File: config.mk
export PLATFORM = sky130hd
export DESIGN_NAME = md5_stream_digest_core
export DESIGN_NICKNAME = d
export VERILOG_FILES = /design/src/design/md5_pkg.sv /design/src/design/md5_stream_digest_core.sv /design/src/design/md5_round.sv /design/src/design/md5_word_store.sv
export SDC_FILE = /design/constraint.sdc
export NUM_CORES = 2
export LEC_CHECK = 0
export BUFFER_PORTS_ARGS = -buffer_cell sky130_fd_sc_hd__clkbuf_2
export CAP_MARGIN = 25
export CELL_PAD_IN_SITES_DETAIL_PLACEMENT = 1
export CELL_PAD_IN_SITES_GLOBAL_PLACEMENT = 1
export CORE_MARGIN = 2
export CORE_UTILIZATION = 30
export DETAILED_ROUTE_END_ITERATION = 8
export GPL_ROUTABILITY_DRIVEN = 0
export PLACE_DENSITY_LB_ADDON = 0.1
export SLEW_MARGIN = 40
export SYNTH_ARGS = -nofsm -noshare
export SYNTH_HDL_FRONTEND = slang
export SYNTH_HIERARCHICAL = 1
export SYNTH_SLANG_ARGS = --single-unit
File: constraint.sdc
create_clock -name clk -period 12.8 [get_ports clk]
set_input_delay 1.28 -clock clk [delete_from_list [all_inputs] [get_ports clk]]
set_output_delay 1.28 -clock clk [all_outputs]
set_load 0.01 [all_outputs]
File: src/design/md5_pkg.sv
// ---------------------------------------------------------------------------
// md5_pkg
// Types, round constants and index functions for the MD5 stream core.
// ---------------------------------------------------------------------------
package md5_pkg;

  localparam int unsigned WordBits  = 32;
  localparam int unsigned DataBits  = 64;
  localparam int unsigned BlkWords  = 8;
  localparam int unsigned CountBits = 58;

  localparam logic [WordBits-1:0] IvA = 32'h67452301;
  localparam logic [WordBits-1:0] IvB = 32'hefcdab89;
  localparam logic [WordBits-1:0] IvC = 32'h98badcfe;
  localparam logic [WordBits-1:0] IvD = 32'h10325476;

  localparam logic [DataBits-1:0] PadByte = 64'h80;

  typedef enum logic [1:0] {
    ST_IDLE,
    ST_ROUND,
    ST_ADD,
    ST_DONE
  } md5_state_t;

  // Source of the sixteen message words seen by the rounds
  typedef enum logic [1:0] {
    BLK_DATA,      // all eight buffered words
    BLK_PAD_LEN,   // buffered words, pad byte, length in the last word
    BLK_PAD_ONLY,  // seven buffered words, pad byte in the last word
    BLK_LEN_ONLY   // zeros, length in the last word
  } md5_blk_mode_t;

  typedef struct packed {
    logic [WordBits-1:0] a;
    logic [WordBits-1:0] b;
    logic [WordBits-1:0] c;
    logic [WordBits-1:0] d;
  } md5_abcd_t;

  typedef struct packed {
    md5_blk_mode_t mode;
    logic [2:0]    fill;
    logic [3:0]    g;
  } md5_rd_req_t;

  // Message word index used by a round
  function automatic logic [3:0] md5_msg_index(input logic [5:0] rnd);
    logic [9:0] r;
    logic [9:0] t;
    r = {4'd0, rnd};
    case (rnd[5:4])
      2'd0:    t = r;
      2'd1:    t = 10'd5 * r + 10'd1;
      2'd2:    t = 10'd3 * r + 10'd5;
      default: t = 10'd7 * r;
    endcase
    return t[3:0];
  endfunction

  // Left rotation amount of a round
  function automatic logic [4:0] md5_shift(input logic [5:0] rnd);
    logic [3:0] sel;
    logic [4:0] s;
    sel = {rnd[5:4], rnd[1:0]};
    case (sel)
      4'd0:    s = 5'd7;
      4'd1:    s = 5'd12;
      4'd2:    s = 5'd17;
      4'd3:    s = 5'd22;
      4'd4:    s = 5'd5;
      4'd5:    s = 5'd9;
      4'd6:    s = 5'd14;
      4'd7:    s = 5'd20;
      4'd8:    s = 5'd4;
      4'd9:    s = 5'd11;
      4'd10:   s = 5'd16;
      4'd11:   s = 5'd23;
      4'd12:   s = 5'd6;
      4'd13:   s = 5'd10;
      4'd14:   s = 5'd15;
      default: s = 5'd21;
    endcase
    return s;
  endfunction

  // Additive round constant
  function automatic logic [WordBits-1:0] md5_round_k(input logic [5:0] rnd);
    logic [WordBits-1:0] k;
    case (rnd)
      6'd0:    k = 32'd3614090360;
      6'd1:    k = 32'd3905402710;
      6'd2:    k = 32'd606105819;
      6'd3:    k = 32'd3250441966;
      6'd4:    k = 32'd4118548399;
      6'd5:    k = 32'd1200080426;
      6'd6:    k = 32'd2821735955;
      6'd7:    k = 32'd4249261313;
      6'd8:    k = 32'd1770035416;
      6'd9:    k = 32'd2336552879;
      6'd10:   k = 32'd4294925233;
      6'd11:   k = 32'd2304563134;
      6'd12:   k = 32'd1804603682;
      6'd13:   k = 32'd4254626195;
      6'd14:   k = 32'd2792965006;
      6'd15:   k = 32'd1236535329;
      6'd16:   k = 32'd4129170786;
      6'd17:   k = 32'd3225465664;
      6'd18:   k = 32'd643717713;
      6'd19:   k = 32'd3921069994;
      6'd20:   k = 32'd3593408605;
      6'd21:   k = 32'd38016083;
      6'd22:   k = 32'd3634488961;
      6'd23:   k = 32'd3889429448;
      6'd24:   k = 32'd568446438;
      6'd25:   k = 32'd3275163606;
      6'd26:   k = 32'd4107603335;
      6'd27:   k = 32'd1163531501;
      6'd28:   k = 32'd2850285829;
      6'd29:   k = 32'd4243563512;
      6'd30:   k = 32'd1735328473;
      6'd31:   k = 32'd2368359562;
      6'd32:   k = 32'd4294588738;
      6'd33:   k = 32'd2272392833;
      6'd34:   k = 32'd1839030562;
      6'd35:   k = 32'd4259657740;
      6'd36:   k = 32'd2763975236;
      6'd37:   k = 32'd1272893353;
      6'd38:   k = 32'd4139469664;
      6'd39:   k = 32'd3200236656;
      6'd40:   k = 32'd681279174;
      6'd41:   k = 32'd3936430074;
      6'd42:   k = 32'd3572445317;
      6'd43:   k = 32'd76029189;
      6'd44:   k = 32'd3654602809;
      6'd45:   k = 32'd3873151461;
      6'd46:   k = 32'd530742520;
      6'd47:   k = 32'd3299628645;
      6'd48:   k = 32'd4096336452;
      6'd49:   k = 32'd1126891415;
      6'd50:   k = 32'd2878612391;
      6'd51:   k = 32'd4237533241;
      6'd52:   k = 32'd1700485571;
      6'd53:   k = 32'd2399980690;
      6'd54:   k = 32'd4293915773;
      6'd55:   k = 32'd2240044497;
      6'd56:   k = 32'd1873313359;
      6'd57:   k = 32'd4264355552;
      6'd58:   k = 32'd2734768916;
      6'd59:   k = 32'd1309151649;
      6'd60:   k = 32'd4149444226;
      6'd61:   k = 32'd3174756917;
      6'd62:   k = 32'd718787259;
      default: k = 32'd3951481745;
    endcase
    return k;
  endfunction

endpackage

File: src/design/md5_stream_digest_core.sv
// ---------------------------------------------------------------------------
// md5_stream_digest_core
// Streaming MD5 engine over 64-bit little-endian message words.
// ---------------------------------------------------------------------------
// A data request (tuser 0) is written into the open block; the eighth word of a
// block starts a compression that runs one round per cycle through the shared
// round unit, 64 rounds and then a fold of the result into the chaining value,
// and the input is not ready from that word until the fold is done. A finish
// request (tuser 1) closes the message with pad byte and bit length and
// compresses once, or twice when seven words are held, then places the digest
// in the output register once it is free and restarts from the initial value.
// The output register holds its digest until taken while new data is accepted;
// a further digest waits in the sequencer until that register is free.
// ---------------------------------------------------------------------------
module md5_stream_digest_core (
  input  logic         clk,
  input  logic         rst,
  input  logic         s_tvalid,
  output logic         s_tready,
  input  logic [63:0]  s_tdata,   // [63:0] data_word
  input  logic         s_tuser,   // [0] req_type
  output logic         m_tvalid,
  input  logic         m_tready,
  output logic [127:0] m_tdata    // [63:0] digest_low, [127:64] digest_high
);
  import md5_pkg::*;

  md5_state_t          state;
  md5_state_t          state_next;
  md5_blk_mode_t       mode;
  md5_abcd_t           work;
  md5_abcd_t           work_next;
  md5_abcd_t           chain;
  md5_abcd_t           chain_sum;
  md5_rd_req_t         rd_req;
  logic [5:0]          rnd;
  logic [2:0]          fill;
  logic [CountBits-1:0] blocks;
  logic                fin;
  logic [DataBits-1:0] len_bits;
  logic [WordBits-1:0] msg;
  logic                acc;
  logic                acc_data;
  logic                acc_fin;
  logic                out_free;
  logic                load_out;

  assign acc      = s_tvalid && s_tready;
  assign acc_data = acc && !s_tuser;
  assign acc_fin  = acc && s_tuser;
  assign out_free = !m_tvalid || m_tready;

  // Bit count: blocks times 512 plus words times 64, taken modulo 2^64
  assign len_bits = {blocks[54:0], fill, 6'd0};

  assign chain_sum.a = chain.a + work.a;
  assign chain_sum.b = chain.b + work.b;
  assign chain_sum.c = chain.c + work.c;
  assign chain_sum.d = chain.d + work.d;

  assign rd_req.mode = mode;
  assign rd_req.fill = fill;
  assign rd_req.g    = md5_msg_index(rnd);

  md5_word_store u_store (
    .clk      (clk),
    .wr_en    (acc_data),
    .wr_idx   (fill),
    .wr_data  (s_tdata),
    .rd_req   (rd_req),
    .len_bits (len_bits),
    .msg      (msg)
  );

  md5_round u_round (
    .rnd (rnd),
    .msg (msg),
    .cur (work),
    .nxt (work_next)
  );

  // Sequencer state register
  always_ff @(posedge clk) begin
    if (rst) begin
      state <= ST_IDLE;
    end else begin
      state <= state_next;
    end
  end

  // Next state and handshake
  always_comb begin
    state_next = state;
    s_tready   = 1'b0;
    load_out   = 1'b0;
    case (state)
      ST_IDLE: begin
        s_tready = 1'b1;
        if (acc_fin || (acc_data && fill == 3'd7)) state_next = ST_ROUND;
      end
      ST_ROUND: begin
        if (rnd == 6'd63) state_next = ST_ADD;
      end
      ST_ADD: begin
        if (mode == BLK_PAD_ONLY) state_next = ST_ROUND;
        else if (fin)             state_next = ST_DONE;
        else                      state_next = ST_IDLE;
      end
      ST_DONE: begin
        if (out_free) begin
          load_out   = 1'b1;
          state_next = ST_IDLE;
        end
      end
      default: state_next = ST_IDLE;
    endcase
  end

  // Message and compression control
  always_ff @(posedge clk) begin
    if (rst) begin
      fill   <= '0;
      blocks <= '0;
      fin    <= 1'b0;
      mode   <= BLK_DATA;
      rnd    <= '0;
      chain  <= {IvA, IvB, IvC, IvD};
    end else begin
      case (state)
        ST_IDLE: begin
          rnd <= '0;
          if (acc_data) begin
            fill <= fill + 3'd1;
            mode <= BLK_DATA;
            fin  <= 1'b0;
          end else if (acc_fin) begin
            mode <= (fill == 3'd7) ? BLK_PAD_ONLY : BLK_PAD_LEN;
            fin  <= 1'b1;
          end
        end
        ST_ROUND: begin
          rnd <= rnd + 6'd1;
        end
        ST_ADD: begin
          chain <= chain_sum;
          rnd   <= '0;
          if (mode == BLK_PAD_ONLY) begin
            mode <= BLK_LEN_ONLY;
          end else if (!fin) begin
            blocks <= blocks + {{(CountBits-1){1'b0}}, 1'b1};
          end
        end
        ST_DONE: begin
          // Restart the message once the digest is loaded into the output register
          if (load_out) begin
            chain  <= {IvA, IvB, IvC, IvD};
            fill   <= '0;
            blocks <= '0;
            fin    <= 1'b0;
          end
        end
        default: begin
          rnd <= '0;
        end
      endcase
    end
  end

  // Working registers: seed from the chain, advance one round per cycle
  always_ff @(posedge clk) begin
    case (state)
      ST_IDLE:  work <= chain;
      ST_ROUND: work <= work_next;
      ST_ADD:   work <= chain_sum;
      default:  work <= work;
    endcase
  end

  // Output register
  always_ff @(posedge clk) begin
    if (rst) begin
      m_tvalid <= 1'b0;
    end else if (load_out) begin
      m_tvalid <= 1'b1;
    end else if (m_tready) begin
      m_tvalid <= 1'b0;
    end
  end

  always_ff @(posedge clk) begin
    if (load_out) begin
      m_tdata <= {chain.d, chain.c, chain.b, chain.a};
    end
  end

endmodule

File: src/design/md5_round.sv
// ---------------------------------------------------------------------------
// md5_round
// One MD5 round: boolean function, four-term sum, rotation and state shift.
// ---------------------------------------------------------------------------
module md5_round (
  input  logic [5:0]                 rnd,
  input  logic [md5_pkg::WordBits-1:0] msg,
  input  md5_pkg::md5_abcd_t         cur,
  output md5_pkg::md5_abcd_t         nxt
);
  import md5_pkg::*;

  logic [WordBits-1:0]   f;
  logic [WordBits-1:0]   sum;
  logic [2*WordBits-1:0] dbl;

  // Select the boolean function of the current quarter
  always_comb begin
    case (rnd[5:4])
      2'd0:    f = (cur.b & cur.c) | (~cur.b & cur.d);
      2'd1:    f = (cur.d & cur.b) | (~cur.d & cur.c);
      2'd2:    f = cur.b ^ cur.c ^ cur.d;
      default: f = cur.c ^ (cur.b | ~cur.d);
    endcase
  end

  // Add, rotate left through a doubled word, then rotate the registers
  assign sum   = cur.a + f + md5_round_k(rnd) + msg;
  assign dbl   = {sum, sum} << md5_shift(rnd);
  assign nxt.a = cur.d;
  assign nxt.b = cur.b + dbl[2*WordBits-1:WordBits];
  assign nxt.c = cur.b;
  assign nxt.d = cur.c;

endmodule

File: src/design/md5_word_store.sv
// ---------------------------------------------------------------------------
// md5_word_store
// Holds the open block and supplies the message word of each round,
// inserting the pad byte and the bit length for the closing blocks.
// ---------------------------------------------------------------------------
module md5_word_store (
  input  logic                         clk,
  input  logic                         wr_en,
  input  logic [2:0]                   wr_idx,
  input  logic [md5_pkg::DataBits-1:0] wr_data,
  input  md5_pkg::md5_rd_req_t         rd_req,
  input  logic [md5_pkg::DataBits-1:0] len_bits,
  output logic [md5_pkg::WordBits-1:0] msg
);
  import md5_pkg::*;

  logic [DataBits-1:0] blk_buf [BlkWords];
  logic [2:0]          idx;
  logic [DataBits-1:0] word;

  // Store an incoming data word
  always_ff @(posedge clk) begin
    if (wr_en) begin
      blk_buf[wr_idx] <= wr_data;
    end
  end

  assign idx = rd_req.g[3:1];

  // Build the 64-bit block word for the selected source
  always_comb begin
    case (rd_req.mode)
      BLK_DATA: begin
        word = blk_buf[idx];
      end
      BLK_PAD_LEN: begin
        if (idx == 3'd7)              word = len_bits;
        else if (idx < rd_req.fill)   word = blk_buf[idx];
        else if (idx == rd_req.fill)  word = PadByte;
        else                          word = '0;
      end
      BLK_PAD_ONLY: begin
        if (idx == 3'd7) word = PadByte;
        else             word = blk_buf[idx];
      end
      default: begin
        if (idx == 3'd7) word = len_bits;
        else             word = '0;
      end
    endcase
  end

  assign msg = rd_req.g[0] ? word[DataBits-1:WordBits] : word[WordBits-1:0];

endmodule

======== Word-level counts from Yosys, hierarchy flattened ========
Memories as Yosys holds them, arrays and structs flattened. A register that Yosys moved wholly into a read port is not among the register bits.
Cells that the tools add are included.
storage, ports and cells
  memories kept ........................... 3
  RAM bits ................................ 512
  memory bits (read-only) ................. 2128
  logic and storage cells ................. 139
  flip-flop bits (word level) ............. 457
  output and inout port bits .............. 130
cells by class
  reductions and logical operators ........ 24
  shift operators ......................... 1
  add/subtract/negate cells ............... 13
  muxes and demuxes ....................... 46
  bitwise gates (word level) .............. 12
  eq/ne operators ......................... 20
  multipliers ............................. 3
  order comparisons ....................... 1
memory list
  memory           words  width  rd ports  clocked after Yosys merged registers in  write ports  RTL line              source
  (no name shown)  64     32     1         1                                        0            md5_pkg.sv:90         case (rnd)
  u_store.blk_buf  8      64     1         0                                        1            md5_word_store.sv:17  logic [DataBits-1:0] blk_buf [BlkWords];
  (no name shown)  16     5      1         1                                        0            md5_pkg.sv:66         case (sel)
operators with widths
  cell                     count
  $pmux W128 S3            1
  $add A32 B32 Y32         8
  $mux W64                 4
  $pmux W128 S2            1
  $pmux W64 S3             1
  $mux W58                 3
  $and A32 B32 Y32         4
  $mux W128                1
  $pmux W58 S2             1
  $or A32 B32 Y32          3
  $pmux W32 S3             1
  $xor A32 B32 Y32         3
  $not A32 Y32             2
  $shl A64 B5 Y64          1
  $add A58 B1 Y58 const B  1
  $mux W32                 1
  $mux W2                  9
  $ne A2 B2 Y1 const B     8
  $mul A3 B6 Y4 const A    2
  $mux W6                  2
  $pmux W4 S3              1
  $pmux W6 S2              1
  $reduce_and A3 Y1        4
  $mux W1                  10
  28 further kinds         47

======== Logic depth before layout (Yosys ltp) ========
  word-level depth ........................ 13
  gate-level depth with buffers ........... 51
  depth with buffers taken out ............ 48

======== Modules after synthesis ========
The synthesis kept the hierarchy.
by module, submodules not included
  module                  cells an instance  instances  area an instance (µm²)  seq. area each (µm²)
  md5_stream_digest_core  2479               1          24169.4                 11651.2
  md5_word_store          971                1          20415.8                 15374.7
  md5_round               1908               1          13022.5                 0.0

======== Worst setup path before layout ========
No wires, ideal clock.
  kind .................................... reg2reg
  from .................................... register rnd[1]
  to ...................................... register work[95] (netlist name) (data pin)
  clock period less this slack ............ 10283 ps
  stages on the path, launching flop included .. 45
  required time ........................... 12546 ps
  data arrival time ....................... 10029 ps
  path slack .............................. 2517 ps
  cells stage by stage .................... dfxtp_1 inv_1 ha_1 fa_1 inv_1 mux4_2 ha_1 nand2_1 o21a_1 a21oi_2 clkbuf_1 o21ai_0 and3_1 inv_1 fa_1 fa_1 inv_1 ha_1 [9 not listed] mux4_2 a21oi_1 a21oi_1 ha_1 a21o_1 a21o_1 a2111oi_0 nor3_1 o311ai_0 a21oi_1 o31ai_1 a211oi_1 mux2i_1 o211ai_1 xnor2_1 a222oi_1 o21ai_0 a21o_1
RTL lines
  what                      RTL line                       source
  start: declaration        md5_stream_digest_core.sv:36   logic [5:0] rnd;
  start signal: assignment  md5_stream_digest_core.sv:142  rnd <= rnd + 6'd1;
  end signal: assignment    md5_stream_digest_core.sv:172  ST_IDLE: work <= chain;
  end signal: assignment    md5_stream_digest_core.sv:173  ST_ROUND: work <= work_next;
  end signal: assignment    md5_stream_digest_core.sv:174  ST_ADD: work <= chain_sum;
  end: declaration          md5_stream_digest_core.sv:31   md5_abcd_t work;

==> impl_metrics.py <==
metrics = {
    "status": {
        "status": "completed",
    },
    "die": {
        "die_h_um": 442.2,
        "std_cell_rows": 160,
        "coreArea_mm2": 0.1904,
        "dieArea_mm2": 0.1955,
        "pin_count": 199,
        "start_util": 0.3026,
        "die_x_um": 442.2,
    },
    "logic_synthesis": {
        "synth_top_family_by_area": "compound AO/OA/AOI/OAI gates",
        "ys_warn_count": 6,
        "synthXorXnorAreaFrac": 0.03846,
        "synth.area.mux_share": 0.08490,
        "synthTopCellsByCount": "768 x edfxtp_1, 493 x nor2_1, 429 x nand2_1, 368 x a21oi_1, 245 x inv_1",
        "ys_async_sr_fraction": 0,
        "yosysSeqAreaShare": 0.4691,
        "synth-edff-count": 768,
        "synth_top_flop_cell": "edfxtp_1",
        "synth.largest_area_cell": "edfxtp_1",
        "synth_cells": 5358,
        "synth_top_area_frac": 0.4003,
        "synth_compound_area_frac": 0.1577,
        "synthAdderAreaFrac": 0.07825,
        "synth-simple-area-share": 0.1187,
        "ys_types": 117,
        "syn_area_mm2": 0.05761,
        "synth_area_leaders": "edfxtp_1 40%, dfxtp_1 6.9%, mux4_2 5.9%",
        "ys_ff_latch": 966,
        "syn_area_per_cell_um2": 10.75,
        "yosysMostFrequentCell": "edfxtp_1",
    },
    "timing": {
        "period_needed_ns": 11.80,
        "relSlewSlack": 0.3731,
        "worst_slew_pin_slew_ns": 0.9369,
        "fin_crit_sh": 0.9218,
        "fin_setup_tns_ns": 0,
        "hold_viol_final": 0,
        "finalSetupViolCount": 0,
        "finClkSkew_ns": 0.05963,
        "fmax_mhz": 84.75,
        "grt_setup_unrepaired": "false",
        "maxSlewViolCount": 0,
    },
    "setup_path": {
        "slowest_stage": "fa_1",
        "cp.arrival_ns": 12.30,
        "cpPeakStageDelay_ns": 0.54,
        "cp_max_fo": 19,
        "critPathRequiredTime_ns": 13.30,
        "critical_path_class": "register to register",
        "worstReg2RegStart": "rnd[0]",
        "startpoint": "rnd[0]",
        "crit_path_end_kind": "register",
        "cp-start-kind": "register",
    },
    "routing": {
        "wl_per_cell_um": 27.53,
        "dr.first_iter.drc_count": 2981,
        "totalWireLength_um": 220400,
        "ant_nets": 0,
        "viasPerCell": 5.449,
        "drc": 0,
        "drt-pass1-iter-count": 6,
        "via_count": 43620,
    },
    "global_route": {
        "gr-total-overflow": 0,
        "grt_pass1_wl_um": 322300,
        "grtUsageTotal": 0.2215,
        "grt_antenna_before_repair": 14,
        "grt_max_degree": 93,
        "grt_pass1_vias": 44600,
    },
    "final_layout": {
        "multi_input_area_mm2": 0.02779,
        "drive_above_1_share": 0.1430,
        "fin_nets": 5754,
        "regArea_mm2": 0.02704,
        "area_growth_pct": 12.95,
        "fill_cells": 20880,
    },
    "clock_tree": {
        "cts.path.max_buffers": 3,
        "path_clk_slew_ns": 0.06,
        "cts.sinks": 966,
        "htree_levels": 3,
        "postCtsSetupBuffers": 0,
        "cts_tree": "built",
        "cts_buffers": 113,
        "clk-insertion-delay-late_ns": 0.79,
        "cts-root-buf": "clkbuf_16",
    },
    "placed_design": {
        "portBuffers": 198,
        "hpwl_um": 158400,
    },
    "worst_hold_path": {
        "hp-start": "chain[26]",
        "holdCritPathClass": "register to register",
    },
    "run": {
        "maxCapViolations": 0,
    },
}
==> layout make-up <==
type	count	area share
Antenna cell	4	0.0001538
Clock buffer	144	0.04632
Multi-Input combinational cell	3738	0.4270
Tap cell	2511	0.04828
Inverter	252	0.01498
Timing Repair Buffer	320	0.03290
Clock inverter	70	0.01481
Sequential cell	966	0.4155
==> cells in the final DEF, fill, tap and decap left out, types with 17 or more instances in the layout <==
| cell type | n |
|---|---|
| edfxtp_1 | 768 |
| nor2_1 | 480 |
| nand2_1 | 429 |
| a21oi_1 | 367 |
| inv_1 | 239 |
| ha_1 | 222 |
| o21ai_0 | 212 |
| nand3_1 | 201 |
| clkbuf_2 | 198 |
| dfxtp_1 | 194 |
| mux4_2 | 150 |
| xor2_1 | 135 |
| mux2i_1 | 122 |
| xnor2_1 | 115 |
| clkbuf_16 | 113 |
| a31oi_1 | 106 |
| a21o_1 | 105 |
| buf_4 | 98 |
| a221oi_1 | 84 |
| and3_1 | 79 |
| nor3_1 | 79 |
| fa_1 | 69 |
| a22oi_1 | 53 |
| o221ai_1 | 52 |
| a211oi_1 | 47 |
| o211ai_1 | 42 |
| nand4_1 | 37 |
| nor2b_1 | 34 |
| nand2b_1 | 32 |
| o21a_1 | 30 |
| o22ai_1 | 30 |
| maj3_1 | 30 |
| o21ai_1 | 26 |
| clkbuf_1 | 24 |
| mux2_2 | 23 |
| o21bai_1 | 22 |
| or3_1 | 22 |
| bufinv_16 | 18 |
| and2_1 | 17 |
==> through the flow <==
| stage | area [um2] | instances | setup WS, ns | hold WS, ns | util |
|---|---|---|---|---|---|
| floorplan | 57630 | 5364 | 2.517 | 0.4064 | - |
| global placement | 60840 | 7777 | 0.9170 | 0.4893 | 0.3196 |
| detailed placement | 61000 | 7783 | 0.9799 | 0.4911 | 0.3204 |
| CTS | 64980 | 7997 | 0.8529 | 0.5017 | 0.3413 |
| global route | 65060 | 8001 | 0.09967 | 0.4997 | 0.3417 |
| finish | 65070 | 8005 | 1.001 | 0.4981 | 0.3418 |
==> state kept, by name, summed over array words and instances, names as in the netlist <==
name	flops
mode	2
fin	1
m_tdata	128
rnd	6
blocks	55
u_store/blk_buf	512
chain	128
fill	3
state	2
m_tvalid	1
work	128
==> critical path: cells and delay by family, from the launching register on <==
kind	cells	cell delay, ns
adder cells (fa/ha/maj)	7	2.92
flip-flops	1	0.50
buffers and inverters	6	0.69
XOR/XNOR	3	0.51
AO/OA/AOI/OAI	23	4.85
AND/OR/NAND/NOR	7	1.27
multiplexers	2	0.75
==> metal layers <==
metal,wire length [um],track usage
met4,7459,0.07118
met1,96760,0.2892
met2,107700,0.3804
met5,75,0
met3,8328,0.02668
==> cell families (layout without fill, tap and decap cells) <==
logic type	after synthesis	after routing
flops	966	966
compound gates	1363	1363
mux	297	297
xor+xnor	253	253
simple gates	1493	1493
buf+inv	660	786
fa+ha+maj	325	325
other cells	1	11
==> repair_timing <==
item / in CTS / in global routing
gates resized for setup: 0 / 2
endpoints found under the setup margin: 0 / 1
hold buffers: 0 / 0
==> path summary, 6_finish.rpt <==
kind,end,slack [ns],depth (start not counted)
setup / recovery,work[95],1.00,48
hold / removal,chain[26],0.50,2
setup reg to reg,work[95],1.00,48
hold reg to reg,chain[26],0.50,2
Power is left out: the tool's default activity adds up to more than one toggle a clock period on the data nets, which glitch-free logic cannot reach.
